### src/rtl/dpsc_pkg.sv
// Package for the deadband proportional step controller.
// Holds widths, register indexes, reset values and fixed constants.
// No dependencies.
package dpsc_pkg;

	// field and state widths
	localparam int ERR_W      = 17;  // angle error, Q8.8 signed
	localparam int STEP_W     = 17;  // drive step, Q8.8 signed
	localparam int PEND_W     = 24;  // pending turn, Q15.8 signed
	localparam int TURN_W     = 18;  // one step's turn, Q9.8 signed
	localparam int FRAC_W     = 17;  // step fraction and ceiling, Q1.16
	localparam int U16_W      = 16;
	localparam int MODE_W     = 3;
	localparam int HOLD_W     = 4;
	localparam int CFG_IDX_W  = 3;
	localparam int CFG_DATA_W = 17;

	// shared multiplier
	localparam int MUL_A_W = 24;
	localparam int MUL_B_W = 17;
	localparam int MUL_P_W = MUL_A_W + MUL_B_W;
	localparam int LO_W    = 21;               // low slice of the first product
	localparam int HI_W    = MUL_P_W - LO_W;   // high slice of the first product
	localparam int LO_P_W  = LO_W + U16_W;
	localparam int HI_P_W  = HI_W + U16_W;
	localparam int TOT_W   = HI_P_W + LO_W + 1;

	// register indexes
	localparam logic [CFG_IDX_W-1:0] REG_STEP_FRACTION    = 3'd0;
	localparam logic [CFG_IDX_W-1:0] REG_FRACTION_CEILING = 3'd1;
	localparam logic [CFG_IDX_W-1:0] REG_UNITS_PER_DEGREE = 3'd2;
	localparam logic [CFG_IDX_W-1:0] REG_DEG_PER_UNIT     = 3'd3;
	localparam logic [CFG_IDX_W-1:0] REG_STEP_CAP         = 3'd4;
	localparam logic [CFG_IDX_W-1:0] REG_MODE_BITS        = 3'd5;
	localparam logic [CFG_IDX_W-1:0] REG_HOLD_TICKS       = 3'd6;
	localparam logic [CFG_IDX_W-1:0] REG_PENDING_DECAY    = 3'd7;

	// reset values
	localparam logic [FRAC_W-1:0] RST_STEP_FRACTION    = 17'd64618;
	localparam logic [FRAC_W-1:0] RST_FRACTION_CEILING = 17'd65536;
	localparam logic [U16_W-1:0]  RST_UNITS_PER_DEGREE = 16'd2560;
	localparam logic [U16_W-1:0]  RST_DEG_PER_UNIT     = 16'd6554;
	localparam logic [U16_W-1:0]  RST_STEP_CAP         = 16'd13824;
	localparam logic [MODE_W-1:0] RST_MODE_BITS        = 3'd2;
	localparam logic [HOLD_W-1:0] RST_HOLD_TICKS       = 4'd0;
	localparam logic [U16_W-1:0]  RST_PENDING_DECAY    = 16'd39750;

	// mode bit positions
	localparam int MODE_COMP = 0;  // compensate pending turn
	localparam int MODE_REV  = 1;  // zero the effective error on sign reversal
	localparam int MODE_ACK  = 2;  // release the hold gate early on error movement

	// deadband: 5*|error| below this gives a zero step (0.15 degree in Q8.8)
	localparam logic [19:0] DEADBAND_LIM = 20'd192;

endpackage

### src/rtl/dpsc_ifs.sv
// Handshake channels of the deadband proportional step controller.
// Uses dpsc_pkg for the payload widths.

interface dpsc_err_if;
	logic                              valid;
	logic                              ready;
	logic signed [dpsc_pkg::ERR_W-1:0] angle_error;

	modport source(output valid, output angle_error, input ready);
	modport sink(input valid, input angle_error, output ready);
endinterface

interface dpsc_step_if;
	logic                               valid;
	logic                               ready;
	logic signed [dpsc_pkg::STEP_W-1:0] drive_step;
	logic                               held;

	modport source(output valid, output drive_step, output held, input ready);
	modport sink(input valid, input drive_step, input held, output ready);
endinterface

### src/rtl/deadband_proportional_step_controller_unit.sv
// Top level of the deadband proportional step controller.
// Depends on dpsc_pkg and on the channels in dpsc_ifs.sv.
//
//  channel    dir  handshake     payload
//  err_in     in   valid/ready   angle_error (17b signed, Q8.8 deg)
//  step_out   out  valid/ready   drive_step (17b signed, Q8.8 units), held (1b)
//  cfg        in   cfg_write     cfg_index (3b), cfg_data (17b), no read-back
//
// One word goes from acceptance to a filled output register through decay
// (only with pending compensation), gate, effective error, three passes through
// the shared 24x17 multiplier plus a sum, turn product and update, and finish.
// A held word or one inside the deadband finishes right after the gate.
// Every product goes through the single multiplier.
// err_in.ready is high only while the sequencer is idle; the output register
// lets the next word enter while a result still waits on step_out.
// arst_n clears the sequencer, controller state and output valid; presets cfg.
module deadband_proportional_step_controller_unit (
	input  logic                                clk,
	input  logic                                arst_n,
	dpsc_err_if.sink                            err_in,
	dpsc_step_if.source                         step_out,
	input  logic                                cfg_write,
	input  logic [dpsc_pkg::CFG_IDX_W-1:0]      cfg_index,
	input  logic [dpsc_pkg::CFG_DATA_W-1:0]     cfg_data
);

	// sequencer states
	localparam logic [3:0] S_IDLE     = 4'd0;
	localparam logic [3:0] S_DECAY    = 4'd1;
	localparam logic [3:0] S_DECAY_WB = 4'd2;
	localparam logic [3:0] S_GATE     = 4'd3;
	localparam logic [3:0] S_EFF      = 4'd4;
	localparam logic [3:0] S_MUL1     = 4'd5;
	localparam logic [3:0] S_MUL2     = 4'd6;
	localparam logic [3:0] S_MUL3     = 4'd7;
	localparam logic [3:0] S_SUM      = 4'd8;
	localparam logic [3:0] S_MUL4     = 4'd9;
	localparam logic [3:0] S_TURN     = 4'd10;
	localparam logic [3:0] S_FIN      = 4'd11;

	// configuration registers
	logic [dpsc_pkg::FRAC_W-1:0] step_fraction_q, fraction_ceiling_q;
	logic [dpsc_pkg::U16_W-1:0]  units_per_degree_q, deg_per_unit_q, step_cap_q;
	logic [dpsc_pkg::U16_W-1:0]  pending_decay_q;
	logic [dpsc_pkg::MODE_W-1:0] mode_bits_q;
	logic [dpsc_pkg::HOLD_W-1:0] hold_ticks_q;

	// controller state
	logic signed [dpsc_pkg::PEND_W-1:0] pending_q;
	logic [dpsc_pkg::HOLD_W-1:0]        wait_count_q;
	logic signed [dpsc_pkg::TURN_W-1:0] wait_turn_q;
	logic signed [dpsc_pkg::ERR_W-1:0]  error_at_wait_q;

	// working registers
	logic [3:0]                         state_q;
	logic signed [dpsc_pkg::ERR_W-1:0]  err_q;
	logic [dpsc_pkg::MUL_A_W-1:0]       eff_mag_q;
	logic                               neg_q;
	logic                               held_q;
	logic [dpsc_pkg::U16_W-1:0]         step_mag_q;
	logic [dpsc_pkg::MUL_P_W-1:0]       prod_q;
	logic [dpsc_pkg::HI_W-1:0]          hi_q;
	logic [dpsc_pkg::LO_P_W-1:0]        lo_q;

	// output register
	logic                               out_valid_q;
	logic signed [dpsc_pkg::STEP_W-1:0] out_step_q;
	logic                               out_held_q;

	// shared multiplier
	logic [dpsc_pkg::MUL_A_W-1:0] mul_a;
	logic [dpsc_pkg::MUL_B_W-1:0] mul_b;
	logic [dpsc_pkg::MUL_P_W-1:0] mul_p;

	// datapath signals
	logic                               in_fire, out_fire, out_free;
	logic [dpsc_pkg::PEND_W-1:0]        pend_mag;
	logic [dpsc_pkg::FRAC_W-1:0]        kk;
	logic [dpsc_pkg::PEND_W:0]          decay_sum;
	logic [dpsc_pkg::PEND_W-1:0]        decay_mag;
	logic [dpsc_pkg::ERR_W-1:0]         err_mag;
	logic [19:0]                        err_mag5;
	logic                               in_deadband;
	logic [dpsc_pkg::HOLD_W-1:0]        wc_dec;
	logic signed [dpsc_pkg::ERR_W:0]    moved;
	logic [dpsc_pkg::ERR_W:0]           moved_mag;
	logic [dpsc_pkg::TURN_W-1:0]        wt_mag;
	logic [20:0]                        moved5, wt2;
	logic                               opposite, release_early, gate_open;
	logic signed [dpsc_pkg::PEND_W:0]   eff;
	logic                               eff_zero;
	logic [dpsc_pkg::PEND_W:0]          eff_abs;
	logic [dpsc_pkg::TOT_W-1:0]         total;
	logic [dpsc_pkg::TOT_W-1:0]         total_rnd;
	logic [dpsc_pkg::TOT_W-25:0]        step_rnd;
	logic [dpsc_pkg::U16_W-1:0]         step_clamped;
	logic [32:0]                        turn_sum;
	logic [dpsc_pkg::TURN_W-1:0]        turn_mag;
	logic signed [dpsc_pkg::TURN_W-1:0] turn;
	logic signed [dpsc_pkg::PEND_W:0]   pend_sum;
	logic signed [dpsc_pkg::PEND_W-1:0] pend_sat;

	assign in_fire  = err_in.valid && err_in.ready;
	assign out_fire = out_valid_q && step_out.ready;
	assign out_free = !out_valid_q || step_out.ready;

	assign err_in.ready        = (state_q == S_IDLE);
	assign step_out.valid      = out_valid_q;
	assign step_out.drive_step = out_step_q;
	assign step_out.held       = out_held_q;

	assign kk = (step_fraction_q < fraction_ceiling_q) ? step_fraction_q : fraction_ceiling_q;

	// magnitude of pending turn: at most 2^23, fits 24 bits unsigned
	assign pend_mag = pending_q[dpsc_pkg::PEND_W-1] ? (~pending_q + 1'b1) : pending_q;

	// operand selection for the one multiplier
	always_comb begin
		mul_a = '0;
		mul_b = '0;
		case (state_q)
			S_DECAY: begin
				mul_a = pend_mag;
				mul_b = {1'b0, pending_decay_q};
			end
			S_MUL1: begin
				mul_a = eff_mag_q;
				mul_b = kk;
			end
			S_MUL2: begin
				mul_a = {{(dpsc_pkg::MUL_A_W-dpsc_pkg::LO_W){1'b0}}, prod_q[dpsc_pkg::LO_W-1:0]};
				mul_b = {1'b0, units_per_degree_q};
			end
			S_MUL3: begin
				mul_a = {{(dpsc_pkg::MUL_A_W-dpsc_pkg::HI_W){1'b0}}, hi_q};
				mul_b = {1'b0, units_per_degree_q};
			end
			S_MUL4: begin
				mul_a = {{(dpsc_pkg::MUL_A_W-dpsc_pkg::U16_W){1'b0}}, step_mag_q};
				mul_b = {1'b0, deg_per_unit_q};
			end
			default: begin
				mul_a = '0;
				mul_b = '0;
			end
		endcase
	end

	assign mul_p = mul_a * mul_b;

	// decay writeback: round the magnitude, ties away from zero
	assign decay_sum = prod_q[dpsc_pkg::PEND_W+15:15] + 25'd1;
	assign decay_mag = decay_sum[dpsc_pkg::PEND_W:1];

	// deadband test
	assign err_mag     = err_q[dpsc_pkg::ERR_W-1] ? (~err_q + 1'b1) : err_q;
	assign err_mag5    = {1'b0, err_mag, 2'b00} + {3'b000, err_mag};
	assign in_deadband = err_mag5 < dpsc_pkg::DEADBAND_LIM;

	// hold gate
	assign wc_dec    = wait_count_q - 1'b1;
	assign moved     = {err_q[dpsc_pkg::ERR_W-1], err_q}
		- {error_at_wait_q[dpsc_pkg::ERR_W-1], error_at_wait_q};
	assign moved_mag = moved[dpsc_pkg::ERR_W] ? (~moved + 1'b1) : moved;
	assign wt_mag    = wait_turn_q[dpsc_pkg::TURN_W-1] ? (~wait_turn_q + 1'b1) : wait_turn_q;
	assign moved5    = {1'b0, moved_mag, 2'b00} + {3'b000, moved_mag};
	assign wt2       = {2'b00, wt_mag, 1'b0};
	assign opposite  = (moved[dpsc_pkg::ERR_W] && !wait_turn_q[dpsc_pkg::TURN_W-1]
			&& (wait_turn_q != '0))
		|| (!moved[dpsc_pkg::ERR_W] && (moved != '0) && wait_turn_q[dpsc_pkg::TURN_W-1]);
	assign release_early = mode_bits_q[dpsc_pkg::MODE_ACK] && opposite && (moved5 >= wt2);

	always_comb begin
		if (hold_ticks_q == '0) begin
			gate_open = 1'b1;
		end else if (wait_count_q == '0) begin
			gate_open = 1'b1;
		end else if (release_early) begin
			gate_open = 1'b1;
		end else begin
			gate_open = (wc_dec == '0);
		end
	end

	// effective error, zeroed on sign reversal when enabled
	always_comb begin
		eff = {err_q[dpsc_pkg::ERR_W-1], {(dpsc_pkg::PEND_W-dpsc_pkg::ERR_W+1){err_q[dpsc_pkg::ERR_W-1]}},
			err_q[dpsc_pkg::ERR_W-2:0]};
		if (mode_bits_q[dpsc_pkg::MODE_COMP]) begin
			eff = eff - {pending_q[dpsc_pkg::PEND_W-1], pending_q};
		end
	end

	assign eff_zero = mode_bits_q[dpsc_pkg::MODE_COMP] && mode_bits_q[dpsc_pkg::MODE_REV]
		&& ((eff[dpsc_pkg::PEND_W] && !err_q[dpsc_pkg::ERR_W-1] && (err_q != '0))
		|| (!eff[dpsc_pkg::PEND_W] && (eff != '0) && err_q[dpsc_pkg::ERR_W-1]));
	assign eff_abs  = eff[dpsc_pkg::PEND_W] ? (~eff + 1'b1) : eff;

	// recombine the split product, round off 24 bits and clamp to the cap
	assign total     = {prod_q[dpsc_pkg::HI_P_W-1:0], {dpsc_pkg::LO_W{1'b0}}}
		+ {{(dpsc_pkg::TOT_W-dpsc_pkg::LO_P_W){1'b0}}, lo_q};
	assign total_rnd = total + {{(dpsc_pkg::TOT_W-24){1'b0}}, 1'b1, 23'd0};
	assign step_rnd  = total_rnd[dpsc_pkg::TOT_W-1:24];
	assign step_clamped = (step_rnd > {{(dpsc_pkg::TOT_W-24-dpsc_pkg::U16_W){1'b0}}, step_cap_q})
		? step_cap_q : step_rnd[dpsc_pkg::U16_W-1:0];

	// turn of this step and the saturated pending update
	assign turn_sum = prod_q[32:0] + 33'h0_0000_8000;
	assign turn_mag = {1'b0, turn_sum[32:16]};
	assign turn     = neg_q ? (~turn_mag + 1'b1) : turn_mag;
	assign pend_sum = {pending_q[dpsc_pkg::PEND_W-1], pending_q}
		+ {{(dpsc_pkg::PEND_W-dpsc_pkg::TURN_W+1){turn[dpsc_pkg::TURN_W-1]}}, turn};

	always_comb begin
		if (pend_sum[dpsc_pkg::PEND_W] != pend_sum[dpsc_pkg::PEND_W-1]) begin
			pend_sat = pend_sum[dpsc_pkg::PEND_W]
				? {1'b1, {(dpsc_pkg::PEND_W-1){1'b0}}}
				: {1'b0, {(dpsc_pkg::PEND_W-1){1'b1}}};
		end else begin
			pend_sat = pend_sum[dpsc_pkg::PEND_W-1:0];
		end
	end

	// configuration writes
	always_ff @(posedge clk or negedge arst_n) begin
		if (!arst_n) begin
			step_fraction_q    <= dpsc_pkg::RST_STEP_FRACTION;
			fraction_ceiling_q <= dpsc_pkg::RST_FRACTION_CEILING;
			units_per_degree_q <= dpsc_pkg::RST_UNITS_PER_DEGREE;
			deg_per_unit_q     <= dpsc_pkg::RST_DEG_PER_UNIT;
			step_cap_q         <= dpsc_pkg::RST_STEP_CAP;
			mode_bits_q        <= dpsc_pkg::RST_MODE_BITS;
			hold_ticks_q       <= dpsc_pkg::RST_HOLD_TICKS;
			pending_decay_q    <= dpsc_pkg::RST_PENDING_DECAY;
		end else if (cfg_write) begin
			case (cfg_index)
				dpsc_pkg::REG_STEP_FRACTION:    step_fraction_q    <= cfg_data;
				dpsc_pkg::REG_FRACTION_CEILING: fraction_ceiling_q <= cfg_data;
				dpsc_pkg::REG_UNITS_PER_DEGREE: units_per_degree_q <= cfg_data[dpsc_pkg::U16_W-1:0];
				dpsc_pkg::REG_DEG_PER_UNIT:     deg_per_unit_q     <= cfg_data[dpsc_pkg::U16_W-1:0];
				dpsc_pkg::REG_STEP_CAP:         step_cap_q         <= cfg_data[dpsc_pkg::U16_W-1:0];
				dpsc_pkg::REG_MODE_BITS:        mode_bits_q        <= cfg_data[dpsc_pkg::MODE_W-1:0];
				dpsc_pkg::REG_HOLD_TICKS:       hold_ticks_q       <= cfg_data[dpsc_pkg::HOLD_W-1:0];
				dpsc_pkg::REG_PENDING_DECAY:    pending_decay_q    <= cfg_data[dpsc_pkg::U16_W-1:0];
				default: begin
				end
			endcase
		end
	end

	// sequencer and controller state
	always_ff @(posedge clk or negedge arst_n) begin
		if (!arst_n) begin
			state_q         <= S_IDLE;
			pending_q       <= '0;
			wait_count_q    <= '0;
			wait_turn_q     <= '0;
			error_at_wait_q <= '0;
			out_valid_q     <= 1'b0;
		end else begin
			// load a finished word, else drop the one taken downstream
			if ((state_q == S_FIN) && out_free) begin
				out_valid_q <= 1'b1;
			end else if (out_fire) begin
				out_valid_q <= 1'b0;
			end
			case (state_q)
				S_IDLE: begin
					if (in_fire) begin
						state_q <= mode_bits_q[dpsc_pkg::MODE_COMP] ? S_DECAY : S_GATE;
					end
				end
				S_DECAY: begin
					state_q <= S_DECAY_WB;
				end
				S_DECAY_WB: begin
					// restore the sign of the decayed magnitude
					pending_q <= pending_q[dpsc_pkg::PEND_W-1] ? (~decay_mag + 1'b1) : decay_mag;
					state_q   <= S_GATE;
				end
				S_GATE: begin
					if (hold_ticks_q != '0) begin
						if (wait_count_q == '0) begin
							wait_count_q    <= hold_ticks_q;
							error_at_wait_q <= err_q;
						end else if (!release_early) begin
							wait_count_q <= wc_dec;
						end
					end
					// held or inside the deadband: drop straight to a zero step
					if (!gate_open || in_deadband) begin
						state_q <= S_FIN;
					end else begin
						state_q <= S_EFF;
					end
				end
				S_EFF:  state_q <= S_MUL1;
				S_MUL1: state_q <= S_MUL2;
				S_MUL2: state_q <= S_MUL3;
				S_MUL3: state_q <= S_SUM;
				S_SUM:  state_q <= S_MUL4;
				S_MUL4: state_q <= S_TURN;
				S_TURN: begin
					if (mode_bits_q[dpsc_pkg::MODE_COMP]) begin
						pending_q <= pend_sat;
					end
					if ((hold_ticks_q != '0) && (wait_count_q != '0)) begin
						wait_turn_q <= turn;
					end
					state_q <= S_FIN;
				end
				S_FIN: begin
					// wait for the output register to free up
					if (out_free) begin
						state_q <= S_IDLE;
					end
				end
				default: state_q <= S_IDLE;
			endcase
		end
	end

	// payload registers
	always_ff @(posedge clk) begin
		case (state_q)
			S_IDLE: begin
				if (in_fire) begin
					err_q <= err_in.angle_error;
				end
			end
			S_DECAY: prod_q <= mul_p;
			S_GATE: begin
				held_q     <= !gate_open;
				step_mag_q <= '0;
				neg_q      <= 1'b0;
			end
			S_EFF: begin
				eff_mag_q <= eff_zero ? '0 : eff_abs[dpsc_pkg::PEND_W-1:0];
				neg_q     <= eff_zero ? 1'b0 : eff[dpsc_pkg::PEND_W];
			end
			S_MUL1: prod_q <= mul_p;
			S_MUL2: begin
				hi_q   <= prod_q[dpsc_pkg::MUL_P_W-1:dpsc_pkg::LO_W];
				prod_q <= mul_p;
			end
			S_MUL3: begin
				lo_q   <= prod_q[dpsc_pkg::LO_P_W-1:0];
				prod_q <= mul_p;
			end
			S_SUM:  step_mag_q <= step_clamped;
			S_MUL4: prod_q <= mul_p;
			S_FIN: begin
				if (out_free) begin
					out_step_q <= neg_q ? (~{1'b0, step_mag_q} + 1'b1) : {1'b0, step_mag_q};
					out_held_q <= held_q;
				end
			end
			default: begin
			end
		endcase
	end

	// a new word always enters the decay or the gate step
	a_accept_next: assert property (@(posedge clk) disable iff (!arst_n)
		in_fire |=> (state_q == S_DECAY || state_q == S_GATE))
		else $error("accepted word did not start the sequence");

	// a held result carries no drive
	a_held_zero: assert property (@(posedge clk) disable iff (!arst_n)
		(out_valid_q && out_held_q) |-> (out_step_q == '0))
		else $error("held result with nonzero drive step");

	// the drive step never exceeds the cap
	a_cap: assert property (@(posedge clk) disable iff (!arst_n)
		out_valid_q |-> ((out_step_q <= $signed({1'b0, step_cap_q}))
			&& (out_step_q >= -$signed({1'b0, step_cap_q}))))
		else $error("drive step beyond cap");

	// a finished word lands in a free output register on the next edge
	a_fin_load: assert property (@(posedge clk) disable iff (!arst_n)
		(state_q == S_FIN && !out_valid_q) |=> (out_valid_q && state_q == S_IDLE))
		else $error("finished word not loaded into output register");

endmodule
### src/flat_wrapper.sv
// flat-port wrapper written by rule: the top's interface ports become plain ports
module deadband_proportional_step_controller_unit_flat 
  (clk, arst_n, cfg_write, cfg_index, cfg_data, err_in_valid, err_in_angle_error, err_in_ready, step_out_valid, step_out_drive_step, step_out_held, step_out_ready);
  dpsc_err_if err_in_i ();
  dpsc_step_if step_out_i ();
  input  logic clk;
  input  logic arst_n;
  input  logic cfg_write;
  input  logic [dpsc_pkg::CFG_IDX_W-1:0] cfg_index;
  input  logic [dpsc_pkg::CFG_DATA_W-1:0] cfg_data;
  input wire logic [$bits(err_in_i.valid)-1:0] err_in_valid;
  input wire logic [$bits(err_in_i.angle_error)-1:0] err_in_angle_error;
  output wire logic [$bits(err_in_i.ready)-1:0] err_in_ready;
  output wire logic [$bits(step_out_i.valid)-1:0] step_out_valid;
  output wire logic [$bits(step_out_i.drive_step)-1:0] step_out_drive_step;
  output wire logic [$bits(step_out_i.held)-1:0] step_out_held;
  input wire logic [$bits(step_out_i.ready)-1:0] step_out_ready;
  assign err_in_i.valid = err_in_valid;
  assign err_in_i.angle_error = err_in_angle_error;
  assign err_in_ready = err_in_i.ready;
  assign step_out_valid = step_out_i.valid;
  assign step_out_drive_step = step_out_i.drive_step;
  assign step_out_held = step_out_i.held;
  assign step_out_i.ready = step_out_ready;
  deadband_proportional_step_controller_unit u_core (.clk(clk), .arst_n(arst_n), .err_in(err_in_i), .step_out(step_out_i), .cfg_write(cfg_write), .cfg_index(cfg_index), .cfg_data(cfg_data));
endmodule
### config.mk
export PLATFORM = sky130hd
export DESIGN_NAME = deadband_proportional_step_controller_unit_flat
export DESIGN_NICKNAME = d
export VERILOG_FILES = /design/src/rtl/dpsc_pkg.sv /design/src/rtl/dpsc_ifs.sv /design/src/rtl/deadband_proportional_step_controller_unit.sv /design/src/flat_wrapper.sv
export SDC_FILE = /design/constraint.sdc
export NUM_CORES = 2
export LEC_CHECK = 0
export ABC_AREA = 1
export CAP_MARGIN = 10
export CORE_AREA = 2 2 236 412
export DETAILED_ROUTE_END_ITERATION = 8
export DIE_AREA = 0 0 238 414
export DONT_BUFFER_PORTS = 1
export GPL_TIMING_DRIVEN = 0
export PLACE_DENSITY_LB_ADDON = 0.05
export RECOVER_POWER = 50
export SLEW_MARGIN = 20
export SYNTH_ARGS = -nofsm -noshare
export SYNTH_HDL_FRONTEND = slang
export SYNTH_SLANG_ARGS = --single-unit
### constraint.sdc
create_clock -name clk -period 17.5 [get_ports clk]
set_clock_uncertainty 0.2 [all_clocks]
set_input_delay 1.75 -clock clk [delete_from_list [all_inputs] [get_ports clk]]
set_output_delay 1.75 -clock clk [all_outputs]
set_load 0.05 [all_outputs]
# Yosys cells after proc, flatten, opt, wreduce, memory -nomap -nowiden
# Cells that the tools add are included.
totals:
  regBits: 348
  input_bits: 42
  out_inout_bits: 20
classes:
  addsub: 18
  multipliers: 1
  order_cmp: 4
  eq_ne: 23
  n_mux: 32
  bitwise_logic: 8
  n_reduce_logical: 58
op_table:
  columns: ["op", "n"]
  rows:
  - ["$mux 24", 6]
  - ["$pmux 24 s5", 1]
  - ["$add 24x1->24 const B", 3]
  - ["$not 24->24", 3]
  - ["$pmux 17 s4", 1]
  - ["$add 57x37->58", 1]
  - ["$add 58x24->58 const B", 1]
  - ["$add 18x1->18 const B", 3]
  - ["$mux 18", 3]
  - ["$pmux 24 s2", 1]
  - ["$pmux 4 s12", 1]
  - ["$mul 24x17->41", 1]
  - ["$not 18->18", 2]
  - ["$reduce_bool 18->1", 2]
  - ["$add 17x1->17 const B", 2]
  - ["$gt 34x16->1", 1]
  - ["$mux 17", 2]
  - ["$add 33x16->33 const B", 1]
  - ["$mux 16", 2]
  - ["$pmux 16 s2", 1]
  - ["$reduce_and 2->1", 13]
  - ["$add 24x18->25", 1]
  - ["$add 25x1->25 const B", 1]
  - ["$mux 25", 1]
  - ["other kinds (37)", 90]

# Longest topological paths before layout
depth:
  word_depth: 14
  depth_mapped: 42
  depth_no_buf: 41

# Worst setup path before layout
# Ideal clock, no wire load.
synth_path:
  kind: "register to register"
  start: "register u_core.step_fraction_q[4] (netlist bit)"
  end: "register u_core.prod_q[30] (netlist bit) (data pin)"
  arrival_ns: 7.378
  setup_slack_ns: 9.660
  path_stages_with_launch: 39
  period_less_slack_ns: 7.840
  path_cell_list: "dfrtp_1 ha_1 inv_1 nor3_1 nor2_1 o211ai_1 a21oi_1 o211a_1 o21bai_1 buf_2 a21oi_1 o21ai_0 nand2_1 inv_1 buf_2 nor2_1 fa_1 inv_1 [... 3 more ...] fa_1 fa_1 inv_1 fa_1 inv_1 ha_1 a21oi_1 o21ai_0 o21bai_1 nand3_1 nand2_1 nand2_1 nand2_1 a21oi_1 o21ai_1 a21boi_0 o21bai_1 xor2_1"
synth_between:
  elab_chain_len: 4
synth_lines:
  columns: ["element", "line", "text"]
  rows:
  - ["start: declaration", "deadband_proportional_step_controller_unit.sv:42", "logic [dpsc_pkg::FRAC_W-1:0] step_fraction_q, fraction_ceiling_q;"]
  - ["start signal: assignment", "deadband_proportional_step_controller_unit.sv:227", "step_fraction_q <= dpsc_pkg::RST_STEP_FRACTION;"]
  - ["start signal: assignment", "deadband_proportional_step_controller_unit.sv:237", "dpsc_pkg::REG_STEP_FRACTION: step_fraction_q <= cfg_data;"]
  - ["$lt 17x17->1", "deadband_proportional_step_controller_unit.sv:112", "assign kk = (step_fraction_q < fraction_ceiling_q) ? step_fraction_q : fraction_ceiling_q;"]
  - ["$mux 17 *", "deadband_proportional_step_controller_unit.sv:112", null]
  - ["$pmux 17 s4 *", "deadband_proportional_step_controller_unit.sv:121", "case (state_q)"]
  - ["$mul 24x17->41 *", "deadband_proportional_step_controller_unit.sv:149", "assign mul_p = mul_a * mul_b;"]
  - ["via u_core.mul_p, one bit", "deadband_proportional_step_controller_unit.sv:73", "logic [dpsc_pkg::MUL_P_W-1:0] mul_p;"]
  - ["end signal: assignment", "deadband_proportional_step_controller_unit.sv:331", "S_DECAY: prod_q <= mul_p;"]
  - ["end signal: assignment", "deadband_proportional_step_controller_unit.sv:341", "S_MUL1: prod_q <= mul_p;"]
  - ["end signal: assignment", "deadband_proportional_step_controller_unit.sv:344", "prod_q <= mul_p;"]
  - ["end: declaration", "deadband_proportional_step_controller_unit.sv:61", "logic [dpsc_pkg::MUL_P_W-1:0] prod_q;"]
# Mark *: on every way through the listed nets, which the timed path passes. The rest lies on a longest branch.
# A chain may end at the register's enable or synchronous reset.

# Final worst setup path
layout_path:
  start: "register u_core.state_q[1]"
  end: "register u_core.prod_q[39] (netlist bit) (data pin)"
layout_between:
  elab_chain_len: 4
  word_cells_on_any_way: 9
  classes_between: "1 x mul; 5 x eq/ne; 2 x mux; 1 x reduce/logical"
layout_lines:
  columns: ["element", "line", "text"]
  rows:
  - ["start: declaration", "deadband_proportional_step_controller_unit.sv:55", "logic [3:0] state_q;"]
  - ["start signal: assignment", "deadband_proportional_step_controller_unit.sv:270", "state_q <= mode_bits_q[dpsc_pkg::MODE_COMP] ? S_DECAY : S_GATE;"]
  - ["$eq 4x3->1", "deadband_proportional_step_controller_unit.sv:121", null]
  - ["$reduce_or 2->1 (no line)", null, null]
  - ["$pmux 17 s4", "deadband_proportional_step_controller_unit.sv:121", null]
  - ["$mul 24x17->41 *", "deadband_proportional_step_controller_unit.sv:149", null]
  - ["via u_core.mul_p, one bit", "deadband_proportional_step_controller_unit.sv:73", null]
# Marked as above.

==> flow_metrics.env <==
export IMPL_status="finished, violations left"
export IMPL_violations="capacitance limit, slew limit"
export IMPL_busiest_layer="met2"
export IMPL_dpl_hpwl_um=125000
export IMPL_multiInputGateArea_um2=24900
export IMPL_drc=0
export IMPL_gp_congestion=0.999
export IMPL_track_usage_pct=30.4
export IMPL_cts_tree="done"
export IMPL_drive_above_1_share_pct=4.68
export IMPL_dieArea_um2=98500
export IMPL_area_delta_synth_final_pct=8.06
export IMPL_firstDrtPassIters=5
export IMPL_die_y_um=414
export IMPL_ant_nets=0
export IMPL_period_share_pct=59.8
export IMPL_grt_max_degree=174
export IMPL_cts_buffers=38
export IMPL_grt_first_pass_wirelength_um=219000
export IMPL_synth_async_reset_ratio_pct=52.9
export IMPL_relSlewSlack_pct=-41.8
export IMPL_worstPathArrival_ps=10630
export IMPL_slew_violations=68
export IMPL_antenna_found_initial=1
export IMPL_worstPathMaxFanout=10
export IMPL_final_cell_area_um2=40800
export IMPL_clk_pin_slew_worst_paths_ps=70
export IMPL_cts_resized=0
export IMPL_setup_viol=0
export IMPL_synth_distinct_cells=69
export IMPL_final_cell_mix="1,131 x nand2_1, 898 x inv_1, 470 x nor2_1"
export IMPL_vias_per_cell=5.26
export IMPL_crit_path_top_delay_cell="clkinv_1"
export IMPL_use_met2_pct=58.7
export IMPL_tns_ps=0
export IMPL_cts_root_buffer="clkbuf_16"
export IMPL_nets=5664
export IMPL_ys_ff_latch=327
export IMPL_hold_class="reg2reg"
export IMPL_worst_endpoint_required_ps=17670
export IMPL_placed_area_um2=39600
export IMPL_crit_type="reg2reg"
export IMPL_grt_pass1_vias=34997
export IMPL_ctsHoldBuffers=0
export IMPL_use_met1_pct=28.3
export IMPL_clock_latency_ps=590
export IMPL_vias=32773
export IMPL_tightest_slew_ps=2120
export IMPL_ioPinCount=62
export IMPL_postSynthCellCount=4939
export IMPL_final_seq_area_um2=8990
export IMPL_critPathMaxStageDelay_ps=830
export IMPL_cp_num_buf_inv=11
export IMPL_finalWirelength_um=148000
export IMPL_grt_setup_unrepaired="no"
export IMPL_grt_overflow=0
export IMPL_synth_ff_type="edfxtp_1"
export IMPL_drv_cap=3
export IMPL_yosysWarnings=0
export IMPL_hold_viol=0
export IMPL_ys_seq_area_share_pct=23.8
export IMPL_fillers=10101
export IMPL_htree_levels=2
export IMPL_start_util_pct=39.6
export IMPL_cp_start_kind="register"
export IMPL_cts_setup_buffers=0
export IMPL_worst_path_most_repeated_cell="inv_1"
export IMPL_synth_area_um2=37800
export IMPL_mostFrequentLayoutCell="nand2_1"
export IMPL_clock_fmax_mhz=95.6
export IMPL_numPortBuffers=0
export IMPL_synth_area_per_cell_um2=7.65
export IMPL_coreArea_um2=95300
export IMPL_synth_nets=5614
export IMPL_grtUsageMet3_pct=2.89
export IMPL_path_delay_family="adder cells"
export IMPL_rows=150
export IMPL_drt_iter0_markers=1600
export IMPL_clock_path_buffers=3
export IMPL_period_needed_ps=10460
export IMPL_worst_setup_path_end_kind="register"
export IMPL_synth_edf_count=154
export IMPL_cts_sinks=327
export IMPL_die_w_um=238
export IMPL_detail_route_wl_per_cell_um=23.7
-- synth_stat cells, types with 5 or more instances --
cell type	instances	share of area, %
a311oi_1	6	0.14
or2_2	8	0.13
a21o_1	12	0.24
clkbuf_1	82	0.81
dfstp_2	33	2.3
nand2_2	11	0.18
nor4_1	18	0.30
a21oi_1	235	3.1
mux2_2	6	0.18
clkinv_1	6	0.060
a221oi_1	18	0.42
ha_1	300	9.9
o21ai_0	329	4.4
nor2_2	11	0.18
o21ai_2	5	0.12
buf_2	36	0.48
a32oi_1	7	0.16
o211ai_1	21	0.42
nor3_2	6	0.16
o21bai_1	14	0.28
o21a_1	6	0.12
dfrtp_1	140	9.3
xor2_1	155	3.6
inv_1	898	8.9
nor2_1	474	4.7
o31ai_1	6	0.12
a22o_1	15	0.35
nand2_1	1131	11
a21boi_0	10	0.20
xnor2_1	68	1.6
fa_1	333	18
a211oi_1	10	0.20
buf_1	6	0.060
a31oi_1	20	0.33
inv_2	9	0.089
o21ai_1	24	0.32
nand4_1	49	0.81
nand3b_1	14	0.28
nand3_1	141	1.9
edfxtp_1	154	12
nor3_1	61	0.81
-- metal layers --
metal | vias to the layer above | part of all wire, %
met4 | 2 | 10
li1 | 15782 | -
met3 | 394 | 2.7
met1 | 15867 | 33
met5 | - | 0.0088
met2 | 728 | 54
-- kinds of logic (layout without fill, tap and decap cells) --
kind of cell    count (synthesis)  after routing  share of synthesized area [%]
simple gates                 1944           1944                           21.1
other cells                     0              1                              0
compound gates                761            761                           11.5
flops                         327            327                           23.8
mux                             6              6                          0.179
xor+xnor                      225            225                           5.25
fa+ha+maj                     633            633                           27.6
buf+inv                      1043           1123                           10.6
-- worst register-to-register path, delay by kind of cell, from the launching register on --
family | cells | cell delay (ps)
adders and majority gates | 7 | 3500
and+or+nand+nor | 5 | 1500
xor gates and xnor gates | 1 | 290
AOI/OAI and AO/OA | 8 | 1570
DFF | 1 | 470
buffers and inverters | 11 | 2710
-- stage by stage --
stage          utilization, %  worst slack (ps)  hold slack [ps]  std cells
2_1_floorplan               -              9660              200       4939
4_1_cts                  42.9              7040              229       6235
3_5_place_dp             41.5              7090              209       6165
6_report                 42.8              7040              232       6236
5_1_grt                  42.8              6650              246       6235
3_3_place_gp             41.2              6890              207       6155
-- flip-flops by register name, indices dropped and copies added, names as in the netlist, 17 cells and up --
signal / count
u_core.wait_turn_q: 18
u_core.prod_q: 41
u_core.hi_q: 20
u_core.step_out.drive_step: 17
u_core.pending_q: 24
u_core.eff_mag_q: 24
u_core.err_q: 17
u_core.step_fraction_q: 17
u_core.fraction_ceiling_q: 17
u_core.error_at_wait_q: 17
-- cell type report --
class	count	area share [%]
multi-input combinational	3569	61.0
sequential	327	22.0
inverter	913	8.39
tap	1216	3.73
clock buffer	47	2.48
buffer	130	1.40
clock inverter	23	0.754
timing repair buffer	10	0.202
antenna	1	0.00613
-- worst paths after layout --
kind / start / to / slack, ps / cells past startpoint
max in group asynchronous: arst_n / u_core.pending_q[19]$_DFFE_PN0P_ / 15920 / 0
worst min-delay path: u_core.held_q$_DFFE_PP_ / u_core.step_out.held$_DFFE_PP_ / 230 / 0
worst max register to register: u_core.state_q[1]$_DFFE_PN0P_ / u_core.prod_q[39]$_DFFE_PP_ / 7040 / 32
min in group asynchronous: arst_n / u_core.step_fraction_q[7]$_DFFE_PN0P_ / 650 / 0
worst max-delay path: u_core.state_q[1]$_DFFE_PN0P_ / u_core.prod_q[39]$_DFFE_PP_ / 7040 / 32
worst min register to register: u_core.held_q$_DFFE_PP_ / u_core.step_out.held$_DFFE_PP_ / 230 / 0
Power is not shown: default switching activity piles up to over one toggle a cycle in this logic, so the estimate is an artifact.
